File: src/hw/rtl/qapm_pkg.sv
`timescale 1ns / 1ps
// ----------------------------------------------------------------------------
// qapm_pkg: shared constants and helpers for the attitude PID mixer
// Fixed widths of the serial arithmetic units, filter and PID constants,
// register indexes, the CORDIC arctangent table and state saturation.
// ----------------------------------------------------------------------------
package qapm_pkg;

  localparam int STATE_W      = 32;
  localparam int CORDIC_STEPS = 16;
  localparam int ATAN_ENTRIES = 24;
  localparam int CORDIC_IW    = $clog2(ATAN_ENTRIES);

  // CORDIC vector and angle widths
  localparam int CW = 28;
  localparam int ZW = 26;

  // bit-serial multiplier: signed a times unsigned b
  localparam int MUL_AW = 34;
  localparam int MUL_BW = 24;
  localparam int MUL_PW = 58;

  // restoring divider: signed dividend, unsigned divisor
  localparam int DIV_NW = 58;
  localparam int DIV_DW = 20;
  localparam int DIV_CW = $clog2(DIV_NW);

  // integer square root
  localparam int SQ_NW    = 48;
  localparam int SQ_RW    = 25;
  localparam int SQ_STEPS = 24;
  localparam int SQ_CW    = $clog2(SQ_STEPS);

  localparam int PID_W = 40;

  localparam logic [ZW-1:0]     DEG180_Q16   = 26'd11796480;
  localparam logic [MUL_BW-1:0] GYRO_GAIN    = 24'd3937337;
  localparam logic [MUL_BW-1:0] KEEP_Q16     = 24'd62915;
  localparam logic [MUL_BW-1:0] BLEND_Q16    = 24'd2621;
  localparam logic [DIV_DW-1:0] USEC_PER_SEC = 20'd1000000;
  localparam logic [7:0]        THROTTLE_MIN = 8'd15;

  // gain register indexes
  localparam logic [2:0] REG_ROLL_KP  = 3'd0;
  localparam logic [2:0] REG_ROLL_KI  = 3'd1;
  localparam logic [2:0] REG_ROLL_KD  = 3'd2;
  localparam logic [2:0] REG_PITCH_KP = 3'd3;
  localparam logic [2:0] REG_PITCH_KI = 3'd4;
  localparam logic [2:0] REG_PITCH_KD = 3'd5;
  localparam logic [2:0] NUM_GAINS    = 3'd6;

  localparam logic [15:0] KP_RESET = 16'd5325;
  localparam logic [15:0] KI_RESET = 16'd41;
  localparam logic [15:0] KD_RESET = 16'd2048;

  // atan(2^-i) in Q10.16 degrees
  function automatic logic [ZW-1:0] atan_deg(input logic [CORDIC_IW-1:0] i);
    logic [ZW-1:0] r;
    unique case (i)
      5'd0:    r = 26'd2949120;
      5'd1:    r = 26'd1740967;
      5'd2:    r = 26'd919879;
      5'd3:    r = 26'd466945;
      5'd4:    r = 26'd234379;
      5'd5:    r = 26'd117304;
      5'd6:    r = 26'd58666;
      5'd7:    r = 26'd29335;
      5'd8:    r = 26'd14668;
      5'd9:    r = 26'd7334;
      5'd10:   r = 26'd3667;
      5'd11:   r = 26'd1833;
      5'd12:   r = 26'd917;
      5'd13:   r = 26'd458;
      5'd14:   r = 26'd229;
      5'd15:   r = 26'd115;
      5'd16:   r = 26'd57;
      5'd17:   r = 26'd29;
      5'd18:   r = 26'd14;
      5'd19:   r = 26'd7;
      5'd20:   r = 26'd4;
      5'd21:   r = 26'd2;
      5'd22:   r = 26'd1;
      default: r = '0;
    endcase
    return r;
  endfunction

  // saturate to signed state width
  function automatic logic signed [STATE_W-1:0] sat_state(input logic signed [63:0] v);
    logic signed [63:0] hi;
    logic signed [63:0] lo;
    hi = 64'sd2147483647;
    lo = -64'sd2147483648;
    if (v > hi) return hi[STATE_W-1:0];
    if (v < lo) return lo[STATE_W-1:0];
    return v[STATE_W-1:0];
  endfunction

endpackage

File: src/hw/rtl/qapm_mul.sv
`timescale 1ns / 1ps
// ----------------------------------------------------------------------------
// qapm_mul: bit-serial shift-add multiplier
// Signed a times unsigned b, one multiplier bit per cycle, LSB first.
// Stops as soon as the remaining multiplier bits are all zero.
// ----------------------------------------------------------------------------
module qapm_mul import qapm_pkg::*; (
  input  logic                     clk_i,
  input  logic                     rst_ni,
  input  logic                     start_i,
  input  logic signed [MUL_AW-1:0] a_i,
  input  logic        [MUL_BW-1:0] b_i,
  output logic                     done_o,
  output logic signed [MUL_PW-1:0] p_o
);

  logic                     busy_q, done_q;
  logic signed [MUL_PW-1:0] a_q, p_q;
  logic        [MUL_BW-1:0] b_q;

  always_ff @(posedge clk_i or negedge rst_ni) begin
    if (!rst_ni) begin
      busy_q <= 1'b0;
      done_q <= 1'b0;
    end else begin
      done_q <= 1'b0;
      if (start_i) begin
        busy_q <= 1'b1;
      end else if (busy_q && b_q == '0) begin
        busy_q <= 1'b0;
        done_q <= 1'b1;
      end
    end
  end

  always_ff @(posedge clk_i) begin
    if (start_i) begin
      a_q <= MUL_PW'(a_i);
      b_q <= b_i;
      p_q <= '0;
    end else if (busy_q && b_q != '0) begin
      if (b_q[0]) p_q <= p_q + a_q;
      a_q <= a_q <<< 1;
      b_q <= b_q >> 1;
    end
  end

  assign done_o = done_q;
  assign p_o    = p_q;

endmodule

File: src/hw/rtl/qapm_div.sv
`timescale 1ns / 1ps
// ----------------------------------------------------------------------------
// qapm_div: bit-serial restoring divider
// Signed dividend over unsigned nonzero divisor, quotient truncated toward
// zero. One quotient bit per cycle.
// ----------------------------------------------------------------------------
module qapm_div import qapm_pkg::*; (
  input  logic                     clk_i,
  input  logic                     rst_ni,
  input  logic                     start_i,
  input  logic signed [DIV_NW-1:0] n_i,
  input  logic        [DIV_DW-1:0] d_i,
  output logic                     done_o,
  output logic signed [DIV_NW-1:0] q_o
);

  logic              busy_q, done_q, neg_q;
  logic [DIV_NW-1:0] num_q, quo_q;
  logic [DIV_DW-1:0] rem_q, d_q;
  logic [DIV_CW-1:0] cnt_q;
  logic [DIV_DW:0]   trial, diff;
  logic              ge;

  assign trial = {rem_q, num_q[DIV_NW-1]};
  assign diff  = trial - {1'b0, d_q};
  assign ge    = trial >= {1'b0, d_q};

  always_ff @(posedge clk_i or negedge rst_ni) begin
    if (!rst_ni) begin
      busy_q <= 1'b0;
      done_q <= 1'b0;
    end else begin
      done_q <= 1'b0;
      if (start_i) begin
        busy_q <= 1'b1;
      end else if (busy_q && cnt_q == '0) begin
        busy_q <= 1'b0;
        done_q <= 1'b1;
      end
    end
  end

  always_ff @(posedge clk_i) begin
    if (start_i) begin
      num_q <= n_i[DIV_NW-1] ? DIV_NW'(-n_i) : DIV_NW'(n_i);
      neg_q <= n_i[DIV_NW-1];
      rem_q <= '0;
      quo_q <= '0;
      d_q   <= d_i;
      cnt_q <= DIV_CW'(DIV_NW - 1);
    end else if (busy_q) begin
      rem_q <= ge ? diff[DIV_DW-1:0] : trial[DIV_DW-1:0];
      quo_q <= {quo_q[DIV_NW-2:0], ge};
      num_q <= num_q << 1;
      cnt_q <= cnt_q - 1'b1;
    end
  end

  assign done_o = done_q;
  assign q_o    = neg_q ? -$signed(quo_q) : $signed(quo_q);

endmodule

File: src/hw/rtl/qapm_isqrt.sv
`timescale 1ns / 1ps
// ----------------------------------------------------------------------------
// qapm_isqrt: digit-by-digit integer square root
// One result bit per cycle.
// ----------------------------------------------------------------------------
module qapm_isqrt import qapm_pkg::*; (
  input  logic             clk_i,
  input  logic             rst_ni,
  input  logic             start_i,
  input  logic [SQ_NW-1:0] n_i,
  output logic             done_o,
  output logic [SQ_RW-1:0] root_o
);

  localparam logic [SQ_NW-1:0] BIT0 = {2'b01, {(SQ_NW-2){1'b0}}};

  logic             busy_q, done_q;
  logic [SQ_NW-1:0] n_q, root_q, bit_q, trial;
  logic [SQ_CW-1:0] cnt_q;

  assign trial = root_q + bit_q;

  always_ff @(posedge clk_i or negedge rst_ni) begin
    if (!rst_ni) begin
      busy_q <= 1'b0;
      done_q <= 1'b0;
    end else begin
      done_q <= 1'b0;
      if (start_i) begin
        busy_q <= 1'b1;
      end else if (busy_q && cnt_q == '0) begin
        busy_q <= 1'b0;
        done_q <= 1'b1;
      end
    end
  end

  always_ff @(posedge clk_i) begin
    if (start_i) begin
      n_q    <= n_i;
      root_q <= '0;
      bit_q  <= BIT0;
      cnt_q  <= SQ_CW'(SQ_STEPS - 1);
    end else if (busy_q) begin
      if (n_q >= trial) begin
        n_q    <= n_q - trial;
        root_q <= (root_q >> 1) + bit_q;
      end else begin
        root_q <= root_q >> 1;
      end
      bit_q <= bit_q >> 2;
      cnt_q <= cnt_q - 1'b1;
    end
  end

  assign done_o = done_q;
  assign root_o = root_q[SQ_RW-1:0];

endmodule

File: src/hw/rtl/qapm_cordic.sv
`timescale 1ns / 1ps
// ----------------------------------------------------------------------------
// qapm_cordic: vectoring CORDIC atan2
// One micro-rotation per cycle. Result in Q10.16 degrees; a zero vector
// gives zero, negative x is pre-rotated by 180.
// ----------------------------------------------------------------------------
module qapm_cordic import qapm_pkg::*; (
  input  logic                 clk_i,
  input  logic                 rst_ni,
  input  logic                 start_i,
  input  logic signed [CW-1:0] x_i,
  input  logic signed [CW-1:0] y_i,
  output logic                 done_o,
  output logic signed [ZW-1:0] z_o
);

  logic                 busy_q, done_q, zero_in;
  logic signed [CW-1:0] x_q, y_q, dx, dy;
  logic signed [ZW-1:0] z_q, ang;
  logic [CORDIC_IW-1:0] i_q;

  assign zero_in = (x_i == '0) && (y_i == '0);
  assign dx      = y_q >>> i_q;
  assign dy      = x_q >>> i_q;
  assign ang     = $signed(atan_deg(i_q));

  always_ff @(posedge clk_i or negedge rst_ni) begin
    if (!rst_ni) begin
      busy_q <= 1'b0;
      done_q <= 1'b0;
    end else begin
      done_q <= 1'b0;
      if (start_i) begin
        busy_q <= !zero_in;
        done_q <= zero_in;
      end else if (busy_q && i_q == CORDIC_IW'(CORDIC_STEPS - 1)) begin
        busy_q <= 1'b0;
        done_q <= 1'b1;
      end
    end
  end

  always_ff @(posedge clk_i) begin
    if (start_i) begin
      i_q <= '0;
      if (zero_in) begin
        z_q <= '0;
      end else if (x_i[CW-1]) begin
        z_q <= y_i[CW-1] ? -$signed(DEG180_Q16) : $signed(DEG180_Q16);
        x_q <= -x_i;
        y_q <= -y_i;
      end else begin
        z_q <= '0;
        x_q <= x_i;
        y_q <= y_i;
      end
    end else if (busy_q) begin
      if (!y_q[CW-1]) begin
        x_q <= x_q + dx;
        y_q <= y_q - dy;
        z_q <= z_q + ang;
      end else begin
        x_q <= x_q - dx;
        y_q <= y_q + dy;
        z_q <= z_q - ang;
      end
      i_q <= i_q + 1'b1;
    end
  end

  assign done_o = done_q;
  assign z_o    = z_q;

endmodule

File: src/hw/rtl/quad_attitude_pid_mixer_unit.sv
`timescale 1ns / 1ps
// ----------------------------------------------------------------------------
// quad_attitude_pid_mixer_unit: attitude filter, roll/pitch PID, X mixer
// Sequencer around a bit-serial multiplier, restoring divider, CORDIC atan2
// and integer square root, all shared.
// ----------------------------------------------------------------------------
// One control tick per input word, one result word per tick. A tick is
// worked on alone; its length is set by the bit-serial multiplier (one
// multiplier bit per cycle, stopping at the top set bit), the restoring
// divider run up to four times per armed tick, 16 CORDIC rotations twice
// and 24 square-root steps. The input side is ready only between ticks; a
// finished result waits in the output register while the next tick is taken
// in. Gain writes are always accepted and take effect at once, also for a
// tick under way; indexes above 5 are dropped.
// ----------------------------------------------------------------------------
module quad_attitude_pid_mixer_unit import qapm_pkg::*; (
  input  logic         clk_i,
  input  logic         rst_ni,
  input  logic         s_axis_tvalid,
  output logic         s_axis_tready,
  // throttle, target_roll, target_pitch, accel_x, accel_y, accel_z,
  // rate_x, rate_y, elapsed_us
  input  logic [119:0] s_axis_tdata,
  // arm_request
  input  logic [0:0]   s_axis_tuser,
  output logic         m_axis_tvalid,
  input  logic         m_axis_tready,
  // duty_front_left, duty_front_right, duty_rear_left, duty_rear_right,
  // roll_estimate, pitch_estimate
  output logic [63:0]  m_axis_tdata,
  input  logic         cfg_valid_i,
  output logic         cfg_ready_o,
  input  logic [2:0]   cfg_index_i,
  input  logic [15:0]  cfg_data_i
);

  localparam logic [4:0] ST_IDLE     = 5'd0;
  localparam logic [4:0] ST_CORDIC_R = 5'd1;
  localparam logic [4:0] ST_SQ_Y     = 5'd2;
  localparam logic [4:0] ST_SQ_Z     = 5'd3;
  localparam logic [4:0] ST_SQRT     = 5'd4;
  localparam logic [4:0] ST_CORDIC_P = 5'd5;
  localparam logic [4:0] ST_GYRO1    = 5'd6;
  localparam logic [4:0] ST_GYRO2    = 5'd7;
  localparam logic [4:0] ST_KEEP     = 5'd8;
  localparam logic [4:0] ST_BLEND    = 5'd9;
  localparam logic [4:0] ST_ERR      = 5'd10;
  localparam logic [4:0] ST_EUS      = 5'd11;
  localparam logic [4:0] ST_EDIV     = 5'd12;
  localparam logic [4:0] ST_DIFF     = 5'd13;
  localparam logic [4:0] ST_DDIV     = 5'd14;
  localparam logic [4:0] ST_KP       = 5'd15;
  localparam logic [4:0] ST_KI       = 5'd16;
  localparam logic [4:0] ST_KD       = 5'd17;
  localparam logic [4:0] ST_OUT      = 5'd18;

  function automatic logic [7:0] duty8(input logic signed [41:0] m);
    if (m[41]) return 8'd0;
    if (|m[40:24]) return 8'd255;
    return m[23:16];
  endfunction

  function automatic logic [15:0] q88(input logic signed [STATE_W-1:0] v);
    logic [23:0] r;
    r = v[31:8];
    if (!r[23] && (|r[22:15])) return 16'h7fff;
    if (r[23] && !(&r[22:15])) return 16'h8000;
    return r[15:0];
  endfunction

  // control
  logic [4:0] state_q;
  logic       go_q, axis_q, m_valid_q, load_out;
  logic [15:0] gain_q [0:5];
  logic signed [STATE_W-1:0] est_q [0:1];
  logic signed [STATE_W-1:0] sum_q [0:1];
  logic signed [STATE_W-1:0] last_q [0:1];

  // captured word and working registers
  logic [7:0]        thr_q;
  logic signed [7:0] troll_q, tpitch_q;
  logic signed [15:0] ax_q, ay_q, az_q, gx_q, gy_q;
  logic [15:0]       us_q;
  logic              active_q;
  logic [31:0]       nsq_q;
  logic [SQ_RW-1:0]  root_q;
  logic signed [ZW-1:0] acc_roll_q, acc_pitch_q;
  logic signed [MUL_AW-1:0] t_q;
  logic signed [STATE_W-1:0] a_q, e_q, d_q;
  logic signed [MUL_PW-1:0] accum_q;
  logic signed [PID_W-1:0] pid_acc_q;
  logic signed [PID_W-1:0] pid_q [0:1];
  logic [63:0]       out_q;

  // unit handshakes
  logic mul_start, div_start, cor_start, sq_start, unit_start, unit_done;
  logic mul_done, div_done, cor_done, sq_done;
  logic signed [MUL_AW-1:0] mul_a;
  logic [MUL_BW-1:0]        mul_b;
  logic signed [MUL_PW-1:0] mul_p;
  logic [DIV_DW-1:0]        div_d;
  logic signed [DIV_NW-1:0] div_q;
  logic signed [CW-1:0]     cor_x, cor_y;
  logic signed [ZW-1:0]     cor_z;
  logic [SQ_RW-1:0]         sq_root;

  // datapath terms
  logic [16:0] ay_abs, az_abs;
  logic signed [16:0] ay_ext, az_ext;
  logic signed [15:0] rate_sel;
  logic signed [7:0]  tgt;
  logic signed [ZW-1:0] acc_ang;
  logic signed [STATE_W-1:0] est_cur, sum_cur, last_cur;
  logic signed [STATE_W:0]   diff;
  logic [2:0]  ksel, kidx;
  logic signed [MUL_PW-1:0] step_full, blend_sum;
  logic signed [STATE_W-1:0] a_d, blend_d, e_d, sum_d, dq_d;
  logic signed [PID_W-1:0]  gterm;
  logic signed [41:0] base, orl, opt;
  logic us_zero, is_mul_state;

  assign s_axis_tready = (state_q == ST_IDLE);
  assign cfg_ready_o   = 1'b1;
  assign m_axis_tvalid = m_valid_q;
  assign m_axis_tdata  = out_q;
  assign load_out      = (state_q == ST_OUT) && (!m_valid_q || m_axis_tready);
  assign us_zero       = (us_q == '0);

  assign ay_ext   = 17'(ay_q);
  assign az_ext   = 17'(az_q);
  assign ay_abs   = ay_ext[16] ? 17'(-ay_ext) : 17'(ay_ext);
  assign az_abs   = az_ext[16] ? 17'(-az_ext) : 17'(az_ext);
  assign rate_sel = axis_q ? gy_q : gx_q;
  assign tgt      = axis_q ? tpitch_q : troll_q;
  assign acc_ang  = axis_q ? acc_pitch_q : acc_roll_q;
  assign est_cur  = est_q[axis_q];
  assign sum_cur  = sum_q[axis_q];
  assign last_cur = last_q[axis_q];
  assign diff     = 33'(e_q) - 33'(last_cur);

  always_comb begin
    unique case (state_q)
      ST_KP:   ksel = REG_ROLL_KP;
      ST_KI:   ksel = REG_ROLL_KI;
      default: ksel = REG_ROLL_KD;
    endcase
  end
  assign kidx = axis_q ? (ksel + REG_PITCH_KP) : ksel;

  // gyro step rounds half up; blend rounds the Q16 product
  assign step_full = mul_p + 58'sd2147483648;
  assign a_d       = sat_state(64'(est_cur) + 64'(step_full >>> 32));
  assign blend_sum = accum_q + mul_p + 58'sd32768;
  assign blend_d   = sat_state(64'(blend_sum >>> 16));
  assign e_d       = sat_state(64'($signed({tgt, 16'b0})) - 64'(est_cur));
  assign sum_d     = sat_state(64'(sum_cur) + 64'(div_q));
  assign dq_d      = sat_state(64'(div_q));
  assign gterm     = PID_W'(mul_p >>> 12);

  assign base = $signed({18'b0, thr_q, 16'b0});
  assign orl  = 42'(pid_q[0]);
  assign opt  = 42'(pid_q[1]);

  always_comb begin
    mul_a = '0;
    mul_b = '0;
    is_mul_state = 1'b1;
    unique case (state_q)
      ST_SQ_Y:  begin mul_a = MUL_AW'(ay_abs);   mul_b = MUL_BW'(ay_abs); end
      ST_SQ_Z:  begin mul_a = MUL_AW'(az_abs);   mul_b = MUL_BW'(az_abs); end
      ST_GYRO1: begin mul_a = MUL_AW'(rate_sel); mul_b = MUL_BW'(us_q);   end
      ST_GYRO2: begin mul_a = t_q;               mul_b = GYRO_GAIN;       end
      ST_KEEP:  begin mul_a = MUL_AW'(a_q);      mul_b = KEEP_Q16;        end
      ST_BLEND: begin mul_a = MUL_AW'(acc_ang);  mul_b = BLEND_Q16;       end
      ST_EUS:   begin mul_a = MUL_AW'(e_q);      mul_b = MUL_BW'(us_q);   end
      ST_DIFF:  begin mul_a = MUL_AW'(diff);     mul_b = MUL_BW'(USEC_PER_SEC); end
      ST_KP:    begin mul_a = MUL_AW'(e_q);      mul_b = MUL_BW'(gain_q[kidx]); end
      ST_KI:    begin mul_a = MUL_AW'(sum_cur);  mul_b = MUL_BW'(gain_q[kidx]); end
      ST_KD:    begin mul_a = MUL_AW'(d_q);      mul_b = MUL_BW'(gain_q[kidx]); end
      default:  is_mul_state = 1'b0;
    endcase
  end

  assign mul_start = !go_q && is_mul_state && !(state_q == ST_DIFF && us_zero);
  assign div_start = !go_q && (state_q == ST_EDIV || state_q == ST_DDIV);
  assign cor_start = !go_q && (state_q == ST_CORDIC_R || state_q == ST_CORDIC_P);
  assign sq_start  = !go_q && (state_q == ST_SQRT);
  assign unit_start = mul_start || div_start || cor_start || sq_start;
  assign div_d = (state_q == ST_EDIV) ? USEC_PER_SEC : DIV_DW'(us_q);

  always_comb begin
    if (state_q == ST_CORDIC_R) begin
      cor_y = {{4{ay_q[15]}}, ay_q, 8'b0};
      cor_x = {{4{az_q[15]}}, az_q, 8'b0};
    end else begin
      cor_y = -$signed({{4{ax_q[15]}}, ax_q, 8'b0});
      cor_x = $signed({3'b0, root_q});
    end
  end

  always_comb begin
    unique case (state_q)
      ST_CORDIC_R, ST_CORDIC_P: unit_done = cor_done;
      ST_SQRT:                  unit_done = sq_done;
      ST_EDIV, ST_DDIV:         unit_done = div_done;
      default:                  unit_done = mul_done;
    endcase
  end

  always_ff @(posedge clk_i or negedge rst_ni) begin
    if (!rst_ni) begin
      state_q   <= ST_IDLE;
      go_q      <= 1'b0;
      axis_q    <= 1'b0;
      m_valid_q <= 1'b0;
      for (int i = 0; i < 2; i++) begin
        est_q[i]  <= '0;
        sum_q[i]  <= '0;
        last_q[i] <= '0;
      end
      gain_q[REG_ROLL_KP]  <= KP_RESET;
      gain_q[REG_ROLL_KI]  <= KI_RESET;
      gain_q[REG_ROLL_KD]  <= KD_RESET;
      gain_q[REG_PITCH_KP] <= KP_RESET;
      gain_q[REG_PITCH_KI] <= KI_RESET;
      gain_q[REG_PITCH_KD] <= KD_RESET;
    end else begin
      if (cfg_valid_i && cfg_index_i < NUM_GAINS) gain_q[cfg_index_i] <= cfg_data_i;
      if (load_out) m_valid_q <= 1'b1;
      else if (m_valid_q && m_axis_tready) m_valid_q <= 1'b0;
      if (unit_done) go_q <= 1'b0;
      else if (unit_start) go_q <= 1'b1;

      unique case (state_q)
        ST_IDLE: begin
          if (s_axis_tvalid) begin
            state_q <= ST_CORDIC_R;
            axis_q  <= 1'b0;
          end
        end
        ST_CORDIC_R: if (unit_done) state_q <= ST_SQ_Y;
        ST_SQ_Y:     if (unit_done) state_q <= ST_SQ_Z;
        ST_SQ_Z:     if (unit_done) state_q <= ST_SQRT;
        ST_SQRT:     if (unit_done) state_q <= ST_CORDIC_P;
        ST_CORDIC_P: if (unit_done) state_q <= ST_GYRO1;
        ST_GYRO1:    if (unit_done) state_q <= ST_GYRO2;
        ST_GYRO2:    if (unit_done) state_q <= ST_KEEP;
        ST_KEEP:     if (unit_done) state_q <= ST_BLEND;
        ST_BLEND: begin
          if (unit_done) begin
            est_q[axis_q] <= blend_d;
            if (!axis_q) begin
              axis_q  <= 1'b1;
              state_q <= ST_GYRO1;
            end else if (active_q) begin
              axis_q  <= 1'b0;
              state_q <= ST_ERR;
            end else begin
              // not active (disarmed or throttle low): PID state drops, duties go to zero
              for (int i = 0; i < 2; i++) begin
                sum_q[i]  <= '0;
                last_q[i] <= '0;
              end
              state_q <= ST_OUT;
            end
          end
        end
        ST_ERR:  state_q <= ST_EUS;
        ST_EUS:  if (unit_done) state_q <= ST_EDIV;
        ST_EDIV: begin
          if (unit_done) begin
            sum_q[axis_q] <= sum_d;
            state_q       <= ST_DIFF;
          end
        end
        ST_DIFF: begin
          if (us_zero) begin
            last_q[axis_q] <= e_q;
            state_q        <= ST_KP;
          end else if (unit_done) begin
            state_q <= ST_DDIV;
          end
        end
        ST_DDIV: begin
          if (unit_done) begin
            last_q[axis_q] <= e_q;
            state_q        <= ST_KP;
          end
        end
        ST_KP: if (unit_done) state_q <= ST_KI;
        ST_KI: if (unit_done) state_q <= ST_KD;
        ST_KD: begin
          if (unit_done) begin
            if (!axis_q) begin
              axis_q  <= 1'b1;
              state_q <= ST_ERR;
            end else begin
              state_q <= ST_OUT;
            end
          end
        end
        ST_OUT: begin
          if (load_out) begin
            state_q <= ST_IDLE;
          end
        end
        default: state_q <= ST_IDLE;
      endcase
    end
  end

  always_ff @(posedge clk_i) begin
    unique case (state_q)
      ST_IDLE: begin
        if (s_axis_tvalid) begin
          thr_q    <= s_axis_tdata[7:0];
          troll_q  <= s_axis_tdata[15:8];
          tpitch_q <= s_axis_tdata[23:16];
          ax_q     <= s_axis_tdata[39:24];
          ay_q     <= s_axis_tdata[55:40];
          az_q     <= s_axis_tdata[71:56];
          gx_q     <= s_axis_tdata[87:72];
          gy_q     <= s_axis_tdata[103:88];
          us_q     <= s_axis_tdata[119:104];
          active_q <= s_axis_tuser[0] && (s_axis_tdata[7:0] > THROTTLE_MIN);
        end
      end
      ST_CORDIC_R: if (unit_done) acc_roll_q <= cor_z;
      ST_SQ_Y:     if (unit_done) nsq_q <= mul_p[31:0];
      ST_SQ_Z:     if (unit_done) nsq_q <= nsq_q + mul_p[31:0];
      ST_SQRT:     if (unit_done) root_q <= sq_root;
      ST_CORDIC_P: if (unit_done) acc_pitch_q <= cor_z;
      ST_GYRO1:    if (unit_done) t_q <= mul_p[MUL_AW-1:0];
      ST_GYRO2:    if (unit_done) a_q <= a_d;
      ST_KEEP:     if (unit_done) accum_q <= mul_p;
      ST_ERR:      e_q <= e_d;
      ST_EUS:      if (unit_done) accum_q <= mul_p;
      ST_DIFF: begin
        if (us_zero) d_q <= '0;
        else if (unit_done) accum_q <= mul_p;
      end
      ST_DDIV:     if (unit_done) d_q <= dq_d;
      ST_KP:       if (unit_done) pid_acc_q <= gterm;
      ST_KI:       if (unit_done) pid_acc_q <= pid_acc_q + gterm;
      ST_KD:       if (unit_done) pid_q[axis_q] <= pid_acc_q + gterm;
      ST_OUT: begin
        if (load_out) begin
          if (active_q) begin
            out_q[7:0]   <= duty8(base + opt + orl);
            out_q[15:8]  <= duty8(base + opt - orl);
            out_q[23:16] <= duty8(base - opt + orl);
            out_q[31:24] <= duty8(base - opt - orl);
          end else begin
            out_q[31:0] <= '0;
          end
          out_q[47:32] <= q88(est_q[0]);
          out_q[63:48] <= q88(est_q[1]);
        end
      end
      default: ;
    endcase
  end

  qapm_mul u_mul (
    .clk_i   (clk_i),
    .rst_ni  (rst_ni),
    .start_i (mul_start),
    .a_i     (mul_a),
    .b_i     (mul_b),
    .done_o  (mul_done),
    .p_o     (mul_p)
  );

  qapm_div u_div (
    .clk_i   (clk_i),
    .rst_ni  (rst_ni),
    .start_i (div_start),
    .n_i     (accum_q),
    .d_i     (div_d),
    .done_o  (div_done),
    .q_o     (div_q)
  );

  qapm_isqrt u_isqrt (
    .clk_i   (clk_i),
    .rst_ni  (rst_ni),
    .start_i (sq_start),
    .n_i     ({nsq_q, 16'b0}),
    .done_o  (sq_done),
    .root_o  (sq_root)
  );

  qapm_cordic u_cordic (
    .clk_i   (clk_i),
    .rst_ni  (rst_ni),
    .start_i (cor_start),
    .x_i     (cor_x),
    .y_i     (cor_y),
    .done_o  (cor_done),
    .z_o     (cor_z)
  );

endmodule

File: config.mk
export PLATFORM = sky130hd
export DESIGN_NAME = quad_attitude_pid_mixer_unit
export DESIGN_NICKNAME = d
export VERILOG_FILES = /design/src/hw/rtl/qapm_pkg.sv /design/src/hw/rtl/qapm_mul.sv /design/src/hw/rtl/qapm_div.sv /design/src/hw/rtl/qapm_isqrt.sv /design/src/hw/rtl/qapm_cordic.sv /design/src/hw/rtl/quad_attitude_pid_mixer_unit.sv
export SDC_FILE = /design/constraint.sdc
export NUM_CORES = 2
export LEC_CHECK = 0
export ABC_CLOCK_PERIOD_IN_PS = 10550
export BUFFER_PORTS_ARGS = -buffer_cell sky130_fd_sc_hd__buf_2
export CORE_MARGIN = 2
export CORE_UTILIZATION = 55
export CTS_CLUSTER_DIAMETER = 120
export CTS_CLUSTER_SIZE = 28
export DETAILED_ROUTE_END_ITERATION = 7
export GPL_ROUTABILITY_DRIVEN = 0
export HOLD_SLACK_MARGIN = 0.02
export PLACE_DENSITY = 0.78
export SYNTH_ARGS = -nofsm -noshare
export SYNTH_HDL_FRONTEND = slang
export SYNTH_SLANG_ARGS = --single-unit
File: constraint.sdc
create_clock -name clk_i -period 10.55 [get_ports clk_i]
set_clock_uncertainty 0.2 [all_clocks]
set_input_delay 1.055 -clock clk_i [delete_from_list [all_inputs] [get_ports clk_i]]
set_output_delay 1.055 -clock clk_i [all_outputs]
set_load 0.005 [all_outputs]
After elaboration in Yosys (flattened, before gate mapping)
Memories as Yosys holds them, arrays and structs flattened. A register that Yosys moved wholly into a read port is not among the register bits. Cells that the tools add are included. Widths: inputs -> output; s select.

Flip-flop bits (word level): 1341. Latch bits: 0. Bits in writable memories: 80. ROM bits: 704. Input bits: 145. Output and inout bits: 67. Word-level logic and storage cells: 513. Memories kept: 2.

Add/sub/neg operators: 37. Multiply operators: 0. Div/mod/pow operators: 0. Order comparisons: 19. Equal/unequal tests: 42. Shift-type cells: 2. Mux-type cells: 246. Bitwise gates (word level): 3. Reductions and logical operators: 97.

Memories: (name not given) (words 32, bits a word 22, rd ports 1, clocked after memory_dff 1, write ports 0, line qapm_pkg.sv:59) `unique case (i)`; pid_q (words 2, bits a word 40, rd ports 2, clocked after memory_dff 0, write ports 1, line quad_attitude_pid_mixer_unit.sv:92) `logic signed [PID_W-1:0] pid_q [0:1];`.

Operators with widths (number): $mux 32 (34); $mux 58 (8); $mux 64 (6); $pmux 34 s10 (1); $mux 28 (12); $bwmux 64 (3); $mux 16 (12); $mux 48 (4); $pmux 64 s3 (1); $mux 26 (7); $pmux 22 s8 (1); $mux 8 (17); $pmux 32 s2 (2); $pmux 64 s2 (1); $mux 5 (24); $add 58x58->58 (2); $neg 58->58 (2); $pmux 58 s2 (1); $bwmux 96 (1); $pmux 5 s19 (1); $mux 1 (94); $add 41x40->42 (2); $sub 41x40->42 (2); $mux 40 (2); 84 further kinds (206).

Depth between registers and ports, before layout
Word-level depth: 13. Gate-level depth with buffers: 31. Gate-level depth less buffers: 29.

Modules after synthesis
A second synthesis with hierarchy kept.

Cells, all modules: 11354. Area total of the unflattened synthesis: 106126.8 µm².

Modules (own cells, without submodules): quad_attitude_pid_mixer_unit (instances 1, cells an instance 6178, area each 61245.0 µm²); qapm_cordic (instances 1, cells an instance 1752, area each 14893.0 µm²); qapm_isqrt (instances 1, cells an instance 1418, area each 11447.2 µm²); qapm_div (instances 1, cells an instance 1028, area each 9535.4 µm²); qapm_mul (instances 1, cells an instance 978, area each 9006.1 µm²).

Least setup slack after synthesis
No wires, ideal clock.

Path type: register -> register. Start: reg axis_q. End: reg a_q[27] (data pin). Arrival time: 6.388 ns. Data required time: 10.079 ns. Setup slack: 3.691 ns. Cell stages (with the launch flop): 25. Cell sequence: dfrtp_1 -> clkbuf_1 -> clkbuf_1 -> buf_1 -> clkbuf_1 -> clkbuf_1 -> clkbuf_1 -> clkbuf_1 -> mux2i_1 -> fa_1 -> nor2b_1 -> o21ai_0 -> a21oi_1 -> a211oi_1 -> a211o_1 -> nand3b_1 -> a221o_1 -> a211oi_1 -> nor2_1 -> nor3b_1 -> mux2i_1 -> nor2_1 -> clkbuf_1 -> clkbuf_1 -> o21ai_0.

Longest elaborated chain between the ends: 10. Elaborated cells on any way between the ends: 13.

Ends and longest elaborated chain: from (decl) (line quad_attitude_pid_mixer_unit.sv:73) `logic go_q, axis_q, m_valid_q, load_out;`; from (signal assigned) (line quad_attitude_pid_mixer_unit.sv:214) `axis_q <= 1'b0;`; from (signal assigned) (line quad_attitude_pid_mixer_unit.sv:238) `axis_q <= 1'b0;`; from (signal assigned) (line quad_attitude_pid_mixer_unit.sv:253) `axis_q <= 1'b1;`; $not 1->2 (implied by the code) (*) (line quad_attitude_pid_mixer_unit.sv:136) `assign est_cur = est_q[axis_q];`; $mux 32 (implied by the code) (*) (3 in series) (line quad_attitude_pid_mixer_unit.sv:136); $add 32x26->33 (*) (line quad_attitude_pid_mixer_unit.sv:152) `assign a_d = sat_state(64'(est_cur) + 64'(step_full >>> 32));`; $lt 33x32->1 (line qapm_pkg.sv:95) `if (v < lo) return lo[STATE_W-1:0];`; $mux 1 (2 in series) (line qapm_pkg.sv:95); $mux 32 (line qapm_pkg.sv:96) `return v[STATE_W-1:0];`; $mux 32 (*) (line qapm_pkg.sv:95); to (signal assigned) (line quad_attitude_pid_mixer_unit.sv:334) `ST_GYRO2: if (unit_done) a_q <= a_d;`; to (decl) (line quad_attitude_pid_mixer_unit.sv:89) `logic signed [STATE_W-1:0] a_q, e_q, d_q;`.

Every way passes the cells marked *; elsewhere a longest branch is shown, timed or not. The select of a mux whose other input is x is not followed. A chain may end at the register's enable or synchronous reset.

==> impl_metrics.py <==
metrics = {
    "outcome": {
        "status": "complete, but fails checks",
        "violations": "design-rule violations",
    },
    "yosys": {
        "synth_common_cells": "nand2_1 (1162), a21oi_1 (890), edfxtp_1 (872)",
        "ys_warn_count": 0,
        "ys_seq_elements": 1438,
        "yosysSeqAreaShare_pct": 38.4,
        "syn-instance-count": 11000,
        "synth_flop_cell": "edfxtp_1",
        "syn_avg_cell_area_um2": 9.26,
        "async_reset_ff_share_pct": 21.1,
        "synth_top_cell_area_share_pct": 25.7,
        "synth_most_common_cell": "nand2_1",
        "synth.distinct_cells": 103,
        "syn_nets": 11900,
        "syn_area_mm2": 0.102,
        "synth_edf_count": 872,
        "yosys-top-cells-area": "edfxtp_1 (26%), ha_1 (9.5%), dfrtp_1 (6.9%)",
        "yosysTopAreaCell": "edfxtp_1",
    },
    "critical_path": {
        "startpoint_type": "flop",
        "r2r-end": "m_axis_tdata[22]",
        "endpoint_kind": "flop",
        "r2r_setup_slack_ns": 2.37,
        "crit_path_start": "pid_q[1][0]",
        "slowest_stage": "a311oi_1",
        "reg2reg_from": "pid_q[1][0]",
        "path_max_fanout": 12,
        "critPathMostFrequentCell": "o21ai_0",
        "slowest_delay_ns": 0.91,
        "arrival_ns": 8.44,
        "worst_r2r_path_depth": 29,
        "critPathKind": "reg -> reg",
        "cp.required_ns": 10.81,
    },
    "power_and_ir_drop": {
        "leakagePower_nw": 43.5,
        "powerDensity_mw_per_mm2": 289,
        "power_frac_comb_pct": 59.7,
        "power.share.clock_pct": 10.5,
        "seqPwrFrac_pct": 29.8,
        "p_int_mw": 16.7,
        "switching_share_pct": 46.2,
        "p_switching_mw": 14.3,
        "p_total_mw": 31.0,
        "max-vdd-ir-drop_mv": 0.189,
    },
    "floorplan": {
        "die_y_um": 434,
        "io_pins": 212,
        "coreArea_mm2": 0.183,
        "die_w_um": 434,
        "fp.dieArea_mm2": 0.189,
        "num_rows": 157,
        "start_util_pct": 55.5,
    },
    "cells_and_area": {
        "utilization_pct": 58.5,
        "area_delta_synth_final_pct": 5.52,
        "fillers": 15300,
        "drive_above_1_share_pct": 7.85,
        "finalNonFillerCells": 13400,
        "nNetsFinal": 11800,
    },
    "routing": {
        "drc": 3,
        "antenna_left": 0,
        "via_per_inst": 6.56,
        "drt_iter0_markers": 11300,
        "vias": 88000,
        "drtPass1Iterations": 8,
        "wl_per_cell_um": 22.4,
        "routed_wl_mm": 300,
    },
    "cts": {
        "cts_resized": 0,
        "clk_transition_reported_paths_ns": 0.11,
        "cts_root_buf": "clkbuf_16",
        "cts_tree": "done",
        "cts_buffer_depth": 3,
        "clkSinkCount": 1438,
        "htreeDepth": 3,
        "cts_made_buffers": 66,
        "clk_latency_ns": 0.77,
        "post_cts.repair.setup_buffers": 0,
        "hold_buffers": 0,
    },
    "grt": {
        "antenna_found_initial": 13,
        "grtUsageTotal_pct": 30.7,
        "grt_max_degree": 119,
        "grt_overflow": 0,
        "grt_first_pass_wirelength_mm": 462,
        "first_global_vias": 82800,
    },
    "sta": {
        "tightest_slew_ns": 1.29,
        "min_period_ns": 8.18,
        "fmax_mhz": 122,
        "hold_viol": 0,
        "relSlewSlack_pct": 14.3,
        "tns_ns": 0,
        "drv_slew": 0,
        "rsz0062_at_grt": "false",
        "fin_crit_sh_pct": 77.5,
        "finalSetupViolCount": 0,
    },
    "placement": {
        "place_inst": 13300,
        "io_buffers": 210,
        "dpl.hpwl_mm": 225,
    },
    "hold_path": {
        "hp-class": "in -> async",
    },
    "run": {
        "max_cap_viol_count": 0,
    },
}
==> registers in the layout, summed over array words and instances, names as in the netlist, 48 cells and up <==
name / cells
u_isqrt.n_q: 48
pid_q: 80
est_q: 64
u_div.num_q: 58
m_axis_tdata: 64
u_div.quo_q: 58
u_mul.p_o: 58
gain_q: 96
u_mul.a_q: 58
accum_q: 58
last_q: 64
sum_q: 64
u_isqrt.root_q: 48
==> metrics by stage <==
step	hold slack [ns]	setup WS, ns	instance area [um^2]
2_1_floorplan	0.226	3.69	102000
3_3_place_gp	0.244	2.78	105000
3_5_place_dp	0.253	2.52	105000
4_1_cts	0.207	2.47	107000
5_1_grt	0.218	1.91	107000
6_report	0.143	2.37	107000
==> worst max-delay path by stage <==
stage	end	slack (ns)	depth (start not counted)
global route	m_axis_tdata[22]	1.91	24
detailed placement	m_axis_tdata[22]	2.52	24
finish	m_axis_tdata[22]	2.37	29
floorplan	a_q[27]	3.69	24
CTS	m_axis_tdata[22]	2.47	24
global placement	m_axis_tdata[22]	2.78	24
==> area by class of cell <==
class,instances,area (um^2),share of cell area (%)
diodes,15,37.5,0.0350
multi-input cells,8635,59500,55.4
well taps,2464,3080,2.87
flip-flops and latches,1438,39100,36.4
repair buffers,337,2030,1.89
clock buffers,105,1870,1.74
clock inverters,17,255,0.238
inverters,406,1520,1.42
==> layer usage <==
layer / track usage, % / vias to the layer above / wire length [um]
li1: - / 40400 / -
met1: 40.4 / 41900 / 117000
met2: 48.0 / 4852 / 134000
met3: 6.17 / 866 / 32300
met4: 15.3 / 4 / 16300
met5: 0 / - / 20
==> cell families after synthesis <==
family / share of synthesized area (%)
AO/OA/AOI/OAI: 19.9
adder cells (fa/ha/maj): 9.80
flip-flops: 38.4
multiplexers: 6.16
AND/OR/NAND/NOR: 15.2
other: 0.00368
XOR/XNOR: 7.08
buffers and inverters: 3.43
==> worst max-delay path: cells and delay by family (launching register included) <==
kind	cells	cell delay (ns)
fa+ha+maj	2	0.75
simple gates	10	2.19
compound gates	13	3.52
flops	1	0.48
mux	1	0.27
xor+xnor	1	0.17
buf+inv	2	0.29
==> power groups by stage <==
stage                     Clock [mW]  Combinational, mW  Sequential [mW]
after floorplan                    0               14.0             8.69
after global routing            3.46               20.3             9.34
after global placement             0               17.3             9.21
after detailed placement           0               18.0             9.27
final                           3.26               18.5             9.23
after CTS                       3.27               18.1             9.16
==> cell usage in the layout, fill, tap and decap left out, drive strengths merged, types with 97 or more instances in the layout <==
| cell | instances |
|---|---|
| nand2 | 1163 |
| a21oi | 890 |
| edfxtp | 872 |
| nor2 | 840 |
| ha | 776 |
| o21ai | 731 |
| xnor2 | 444 |
| inv | 410 |
| xor2 | 379 |
| buf | 337 |
| nand3 | 289 |
| dfrtp | 282 |
| mux2i | 273 |
| dfxtp | 262 |
| a21o | 238 |
| nor3 | 197 |
| mux2 | 190 |
| o21a | 167 |
| a31oi | 131 |
| nand4 | 116 |
| o21bai | 111 |
| o31ai | 108 |
| clkbuf | 105 |
| a211oi | 101 |
| nand2b | 97 |
No activity file was read; power rests on OpenSTA's default activity.
